`src/track_first_station_predictor_assert.svh`:
```
// Assertion macros used by the station predictor top level.
`ifndef TRACK_FIRST_STATION_PREDICTOR_ASSERT_SVH
`define TRACK_FIRST_STATION_PREDICTOR_ASSERT_SVH

// Same-cycle implication, disabled while reset is asserted.
`define TFSP_ASSERT_IMPLY(label, clk_s, rst_s, ante, cons) \
    label: assert property (@(posedge clk_s) disable iff (!rst_s) (ante) |-> (cons)) \
        else $error("same-cycle check failed");

// Next-cycle implication, disabled while reset is asserted.
`define TFSP_ASSERT_NEXT(label, clk_s, rst_s, ante, cons) \
    label: assert property (@(posedge clk_s) disable iff (!rst_s) (ante) |=> (cons)) \
        else $error("next-cycle check failed");

`endif

```
`src/tfsp_pkg.sv`:
```
package tfsp_pkg;

    localparam int MOM_W            = 21;
    localparam int VTX_XY_W         = 15;
    localparam int VTX_Z_W          = 16;
    localparam int RAD_W            = 12;
    localparam int Z_W              = 11;
    localparam int BASE_W           = 15;
    localparam int PROD_W           = 38;
    localparam int MAG_W            = 32;
    localparam int LIM_W            = 64;
    localparam int TABLE_SIZE       = 42;
    localparam int NUM_STATIONS_DEF = 42;
    localparam int CFG_IDX_W        = 1;

    localparam logic [RAD_W-1:0] INNER_RESET = 12'd131;
    localparam logic [RAD_W-1:0] OUTER_RESET = 12'd670;

    localparam logic signed [Z_W-1:0] NOT_FOUND_Z = -11'sd1000;

    typedef enum logic [CFG_IDX_W-1:0] {
        REG_INNER,
        REG_OUTER
    } cfg_reg_t;

    localparam logic signed [Z_W-1:0] STATION_MM [TABLE_SIZE] = '{
        -11'sd175, -11'sd160, -11'sd145, -11'sd130, -11'sd115, -11'sd100,
        -11'sd85,  -11'sd70,  -11'sd55,  -11'sd40,  -11'sd25,  -11'sd10,
        11'sd5,    11'sd20,   11'sd35,   11'sd50,   11'sd65,   11'sd80,
        11'sd95,   11'sd110,  11'sd125,  11'sd140,  11'sd155,  11'sd170,
        11'sd185,  11'sd200,  11'sd215,  11'sd230,  11'sd245,  11'sd260,
        11'sd275,  11'sd290,  11'sd435,  11'sd450,  11'sd585,  11'sd600,
        11'sd635,  11'sd650,  11'sd685,  11'sd700,  11'sd735,  11'sd750
    };

    typedef struct packed {
        logic signed [MOM_W-1:0]   px;
        logic signed [MOM_W-1:0]   py;
        logic signed [VTX_Z_W-1:0] vz;
    } tfsp_s1_t;

    typedef struct packed {
        logic signed [PROD_W-1:0] x0;
        logic signed [PROD_W-1:0] y0;
    } tfsp_s2_t;

    typedef struct packed {
        logic [LIM_W-1:0] in_lim;
        logic [LIM_W-1:0] out_lim;
    } tfsp_lim_t;

endpackage

```
`src/tfsp_if.sv`:
```


interface tfsp_result_if;
    logic                             valid;
    logic                             ready;
    logic                             found;
    logic signed [tfsp_pkg::Z_W-1:0]  station_z;

    modport source (
        output valid, found, station_z,
        input  ready
    );
    modport sink (
        input  valid, found, station_z,
        output ready
    );
endinterface

```
`src/tfsp_select.sv`:
```
module tfsp_select #(
    parameter int LANES = 42
) (
    input  logic               clk,
    input  logic               rst_n,
    input  logic               valid5,
    input  logic [LANES-1:0]   hit,
    output logic               advance,
    tfsp_result_if.source      result
);
    import tfsp_pkg::*;

    logic                    out_valid_reg;
    logic                    found_reg, found_next;
    logic signed [Z_W-1:0]   station_z_reg, station_z_next;

    assign advance = !out_valid_reg || result.ready;

    // The lowest station index with a hit wins.
    always_comb
    begin
        found_next     = |hit;
        station_z_next = NOT_FOUND_Z;
        for (int i = LANES - 1; i >= 0; i--)
        begin
            if (hit[i])
            begin
                station_z_next = STATION_MM[i];
            end
        end
    end

    always_ff @(posedge clk or negedge rst_n)
    begin
        if (!rst_n)
        begin
            out_valid_reg <= 1'b0;
        end
        else if (advance)
        begin
            out_valid_reg <= valid5;
        end
    end

    always_ff @(posedge clk)
    begin
        if (advance)
        begin
            found_reg     <= found_next;
            station_z_reg <= station_z_next;
        end
    end

    assign result.valid     = out_valid_reg;
    assign result.found     = found_reg;
    assign result.station_z = station_z_reg;

endmodule

```
`src/flat_wrapper.sv`:
```
// flat-port wrapper written by rule: the top's interface ports become plain ports
module tfsp_select_flat import tfsp_pkg::*;
#(
    parameter int LANES = 42
)
  (clk, rst_n, valid5, hit, advance, result_valid, result_found, result_station_z, result_ready);
  tfsp_result_if result_i ();
  input  logic clk;
  input  logic rst_n;
  input  logic valid5;
  input  logic [LANES-1:0] hit;
  output logic advance;
  output wire logic [$bits(result_i.valid)-1:0] result_valid;
  output wire logic [$bits(result_i.found)-1:0] result_found;
  output wire logic [$bits(result_i.station_z)-1:0] result_station_z;
  input wire logic [$bits(result_i.ready)-1:0] result_ready;
  assign result_valid = result_i.valid;
  assign result_found = result_i.found;
  assign result_station_z = result_i.station_z;
  assign result_i.ready = result_ready;
  tfsp_select #(.LANES(LANES)) u_core (.clk(clk), .rst_n(rst_n), .valid5(valid5), .hit(hit), .advance(advance), .result(result_i));
endmodule
```
`config.mk`:
```
export PLATFORM = sky130hd
export DESIGN_NAME = tfsp_select_flat
export DESIGN_NICKNAME = d
export VERILOG_FILES = /design/src/track_first_station_predictor_assert.svh /design/src/tfsp_pkg.sv /design/src/tfsp_if.sv /design/src/tfsp_select.sv /design/src/flat_wrapper.sv
export SDC_FILE = /design/constraint.sdc
export NUM_CORES = 1
export LEC_CHECK = 0
export ABC_AREA = 1
export BUFFER_PORTS_ARGS = -buffer_cell sky130_fd_sc_hd__buf_2
export CAP_MARGIN = 15
export CORE_MARGIN = 5
export CORE_UTILIZATION = 52
export DETAILED_ROUTE_END_ITERATION = 7
export PLACE_DENSITY = 0.92
export SLEW_MARGIN = 20
export SYNTH_ARGS = -nofsm -noshare
export SYNTH_HDL_FRONTEND = slang
export SYNTH_SLANG_ARGS = --single-unit
```
`constraint.sdc`:
```
create_clock -name clk -period 3.75 [get_ports clk]
set_clock_uncertainty 0.2 [all_clocks]
set_input_delay 0.75 -clock clk [delete_from_list [all_inputs] [get_ports clk]]
set_output_delay 0.75 -clock clk [all_outputs]
set_load 0.01 [all_outputs]
```
# Word level (Yosys, flattened, before mapping)
# Cells that the tools add are included.
word_totals:
  regBits: 13
  inputBits: 46
op_classes:
  n_mux: 41
  reduce_logical: 6
ops:
  columns: ["cell", "n"]
  rows:
  - ["$mux W11", 30]
  - ["$mux W8", 8]
  - ["$reduce_or A42 Y1", 1]
  - ["$mux W6", 3]
  - ["$reduce_or A12 Y1", 1]
  - ["$reduce_or A4 Y1", 1]
  - ["$reduce_or A2 Y1", 1]
  - ["$logic_not A1 Y1", 1]
  - ["$logic_or A1 B1 Y1", 1]

# Depth between registers and ports, before layout
depth:
  depth_word: 41
  mapped_depth: 41
  ltp_nobuf: 41

# Worst setup path after synthesis
# OpenSTA, ideal clock, no wires.
synth_timing:
  path_kind: "in2reg"
  from: "input port hit[39]"
  to: "register u_core.station_z_reg[0] (netlist: u_core.result.station_z[0]), data pin"
  setup_time_ns: 0.252
  arrival_time_ns: 2.445
  slack_ns: 0.853
  t_required_ns: 3.298
  stages: 41
  n_path_buf: 0
  path_cell_list: "inv_1 -> nand2_1 -> nand2_1 -> nand2_1 -> nand2_1 -> nand2_1 -> nand2_1 -> nand2_1 -> nand2_1 -> nand2_1 -> nand2_1 -> nand2_1 -> nand2_1 -> nand2_1 -> nand2_1 -> nand2_1 -> nand2_1 -> nand2_1 -> (+5 left out) -> nand2_1 -> nand2_1 -> nand2_1 -> nand2_1 -> nand2_1 -> nand2_1 -> nand2_1 -> nand2_1 -> nand2_1 -> nand2_1 -> nand2_1 -> nand2_1 -> nand2_1 -> nand2_1 -> nand2_1 -> nand2_1 -> nand2_1 -> nand2_1"
synth_between:
  elab_chain_cells: 39
synth_rtl:
  columns: ["item", "line", "rtl"]
  rows:
  - ["from (decl)", "flat_wrapper.sv:11", "input logic [LANES-1:0] hit;"]
  - ["$mux W11 (28 in a row)", "tfsp_select.sv:26", "if (hit[i])"]
  - ["$mux W8 (8 in a row)", "tfsp_select.sv:26", null]
  - ["$mux W6 (3 in a row)", "tfsp_select.sv:26", null]
  - ["to (signal assigned)", "tfsp_select.sv:50", "station_z_reg <= station_z_next;"]
  - ["to (decl)", "tfsp_select.sv:15", "logic signed [Z_W-1:0] station_z_reg, station_z_next;"]
# No other way between the ends.
# A chain may end at the register's enable or synchronous reset.

# Worst setup path after layout
# Ends and elaborated chain as after synthesis.

==> results.py <==
metrics = {
    "status": {
        "status": "complete, no violations",
    },
    "global_routing": {
        "antenna_violations_before_repair": 0,
        "pin_count_of_the_biggest_net_entering_global_routing": 15,
        "global_route.overflow_total": 0,
        "via_count_of_the_first_global_routing_pass": 1422,
        "grt_usage_pct": 15.39,
        "grt_first_pass_wirelength_um": 5382,
    },
    "worst_setup_path": {
        "crit_family": "simple AND/OR/NAND/NOR gates",
        "worst_path_most_repeated_cell": "sky130_fd_sc_hd__nand2_1",
        "worst_ep_arrival_time_ns": 2.76,
        "timing_worst_setup_path_type": "in2reg",
        "worst_ep_required_time_ns": 3.58,
        "crit_path_max_fanout": 2,
        "worstPathBufferInverterCount": 2,
        "critPathSlowestCell": "sky130_fd_sc_hd__buf_2",
        "kind_of_end_point_of_the_critical_path": "register",
        "crit_path_max_incr_delay_ns": 0.09,
        "start_kind": "input pin",
    },
    "synth": {
        "yosysWarningCount": 0,
        "synth.top_cells.by_area": "sky130_fd_sc_hd__edfxtp_1 25%, sky130_fd_sc_hd__nand2_1 25%, sky130_fd_sc_hd__inv_1 12%",
        "postSynthRegisterBits": 13,
        "synth.largest_area_cell": "sky130_fd_sc_hd__edfxtp_1",
        "proportion_of_synthesized_chip_area_in_sequential_cells_pct": 26.21,
        "postSynthCellCount": 252,
        "synth_fp_nets": 298,
        "avgSynthCellArea_um2": 5.834,
        "yosys.area.top_type_share_pct": 24.51,
        "post_synth_num_cell_types": 17,
        "syn_area_mm2": 0.001470,
    },
    "floorplanning": {
        "die_w_um": 63.17,
        "initial_utilization_pct": 53.78,
        "fp.dieH_um": 63.17,
        "placement_rows": 19,
        "design.die.area_mm2": 0.003990,
        "pin_count": 60,
        "core_mm2": 0.002734,
    },
    "finish": {
        "ff_latch_area_um2": 385.4,
        "area_of_the_multi_input_gates_um2": 757.0,
        "post_route_cells_drive_above_1_share_pct": 23.17,
        "finish.net_count": 362,
        "fillers": 267,
        "flow.area_growth_from_synthesis_pct": 24.51,
        "antenna-diode-count": 0,
        "largest_register_ff_count": 11,
    },
    "clock_network": {
        "number_of_gates_given_a_new_drive_strength_after_cts": 0,
        "clk-insertion-delay-late_ns": 0.26,
        "number_of_buffers_added_for_setup_after_cts": 0,
        "total_clock_buffers_created_by_cts": 3,
        "clkSlewWorstSetupHoldPaths_ns": 0.07,
        "ctsHtreeMaxLevel": 1,
        "cts.sink_count": 13,
        "tritoncts": "done",
        "hold_buffers": 0,
        "cts.root.buffer_cell": "sky130_fd_sc_hd__clkbuf_4",
        "cts_max_path_buffers": 2,
    },
    "route": {
        "route.vias.total": 1629,
        "detail-route-antenna-nets": 0,
        "drt_iter0_drc": 53,
        "drt-met1-wl_um": 1394,
        "detailedRoute.firstPassIterationCount": 4,
        "met2_wirelength_um": 1478,
        "route.detailed.vias_per_inst": 4.708,
        "top_layer_used": "met4",
        "routed-wl-met3_um": 185,
        "drc": 0,
        "route.detailed.wl_per_inst_um": 8.899,
        "routed_wirelength_um": 3079,
    },
    "sta": {
        "drv_slew": 0,
        "fmaxAchievable_ghz": 0.3415,
        "slew_headroom_pct": 66.62,
        "final.period_utilization_pct": 78.08,
        "worst_pin_slew_ns": 0.4994,
        "rsz0062_at_grt": "no",
        "hold_viol": 0,
        "layout_min_cycle_time_ns": 2.928,
        "fin_tns_setup_ns": 0,
        "setup_ws_ns": 0.8221,
        "setup_viol": 0,
    },
    "place": {
        "finalWeightedCongestion": 0.8677,
        "detailedPlacementHpwl_um": 2744,
        "placement.io_buffers": 59,
        "detailedPlace.worstSlack_ns": 0.5294,
    },
    "pwr": {
        "power_leakage_uw": 0.001025,
        "power-per-cell-area_mw_per_mm2": 208.9,
        "seq_power_share_pct": 44.0,
        "power_switching_uw": 112.8,
        "switching_share_pct": 29.51,
        "p_int_uw": 269.6,
        "share_clk_of_total_power_pct": 21.2,
        "vdd_drop_max_mv": 0.2250,
        "p_comb_share_pct": 34.8,
        "finalPower_uw": 382.4,
    },
    "min_path": {
        "min_path_type": "in2async",
    },
    "flow_run": {
        "max-cap-violations": 0,
    },
}
-- worst paths after layout --
check / cells after the start / startpoint / slack [ns] / to
max: 42 / hit[39] / 0.82 / u_core.result.station_z[0]
min: 1 / rst_n / 0.04 / u_core.result.valid
max reg2reg: 1 / u_core.result.valid / 2.43 / u_core.result.station_z[8]
min reg2reg: 2 / u_core.result.valid / 0.62 / u_core.result.valid
max in group asynchronous: 1 / rst_n / 3.23 / u_core.result.valid
min in group clk: 3 / valid5 / 0.47 / u_core.result.valid
-- through the flow --
stage	instances	utilization (%)	hold WS [ns]	instance area [um2]
final	346	66.96	0.04209	1831
after global routing	346	66.96	0.02328	1831
after CTS	346	66.96	0.03310	1831
after detailed placement	342	66.00	0.3269	1804
after global placement	342	66.00	0.3248	1804
after floorplan	252	-	0.2544	1470
-- layout by cell type (no fill, tap or decap) --
| cell type | count |
|---|---|
| sky130_fd_sc_hd__o21ai_1 | 4 |
| sky130_fd_sc_hd__nand4_1 | 1 |
| sky130_fd_sc_hd__inv_2 | 3 |
| sky130_fd_sc_hd__buf_2 | 59 |
| sky130_fd_sc_hd__nand3_1 | 19 |
| sky130_fd_sc_hd__nor2_1 | 33 |
| sky130_fd_sc_hd__a31oi_1 | 4 |
| sky130_fd_sc_hd__nor3_1 | 8 |
| sky130_fd_sc_hd__nor4_1 | 1 |
| sky130_fd_sc_hd__o21ai_0 | 6 |
| sky130_fd_sc_hd__inv_1 | 47 |
| sky130_fd_sc_hd__clkbuf_4 | 3 |
| sky130_fd_sc_hd__bufinv_8 | 8 |
| sky130_fd_sc_hd__clkbuf_1 | 1 |
| sky130_fd_sc_hd__edfxtp_1 | 12 |
| sky130_fd_sc_hd__a21oi_1 | 7 |
| sky130_fd_sc_hd__o211ai_1 | 1 |
| sky130_fd_sc_hd__o31ai_1 | 1 |
| sky130_fd_sc_hd__nand2_1 | 96 |
| sky130_fd_sc_hd__dfrtp_1 | 1 |
-- Yosys cell counts --
| cell | number |
|---|---|
| sky130_fd_sc_hd__edfxtp_1 | 12 |
| sky130_fd_sc_hd__a21oi_1 | 7 |
| sky130_fd_sc_hd__a31oi_1 | 4 |
| sky130_fd_sc_hd__o31ai_1 | 1 |
| sky130_fd_sc_hd__dfrtp_1 | 1 |
| sky130_fd_sc_hd__nand4_1 | 1 |
| sky130_fd_sc_hd__inv_2 | 3 |
| sky130_fd_sc_hd__nor2_1 | 33 |
| sky130_fd_sc_hd__nand3_1 | 19 |
| sky130_fd_sc_hd__inv_1 | 47 |
| sky130_fd_sc_hd__o211ai_1 | 1 |
| sky130_fd_sc_hd__bufinv_8 | 8 |
| sky130_fd_sc_hd__nand2_1 | 96 |
| sky130_fd_sc_hd__nor3_1 | 8 |
| sky130_fd_sc_hd__nor4_1 | 1 |
| sky130_fd_sc_hd__o21ai_0 | 6 |
| sky130_fd_sc_hd__o21ai_1 | 4 |
-- cell families (layout without fill, tap and decap cells) --
| family | count (synthesis) | after routing | synth area share (%) |
|---|---|---|---|
| AND/OR/NAND/NOR | 158 | 158 | 42.98 |
| flip-flops | 13 | 13 | 26.21 |
| buffers and inverters | 58 | 121 | 22.30 |
| AO/OA/AOI/OAI | 23 | 23 | 8.511 |
-- power by group through the flow --
stage / combinational [uW] / sequential [uW] / clock, uW
final: 133 / 168 / 81.1
after floorplan: 80.2 / 176 / 0
after global routing: 153 / 169 / 91.5
after global placement: 132 / 171 / 0
after CTS: 134 / 168 / 85.2
after detailed placement: 134 / 172 / 0
-- routing by layer --
metal  up-vias  GRT usage (%)
li1        898              -
met3         2          1.599
met1       693          19.78
met4         0          4.675
met2        36          26.92
met5         -              0
-- cell type report --
type / instances / share of cell area (%)
multi-input cells: 181 / 41.35
flip-flops and latches: 13 / 21.05
inverters: 58 / 17.91
repair buffers: 59 / 16.13
well taps: 31 / 2.119
clock buffers: 4 / 1.435
Power figures use the tool's default switching activity.
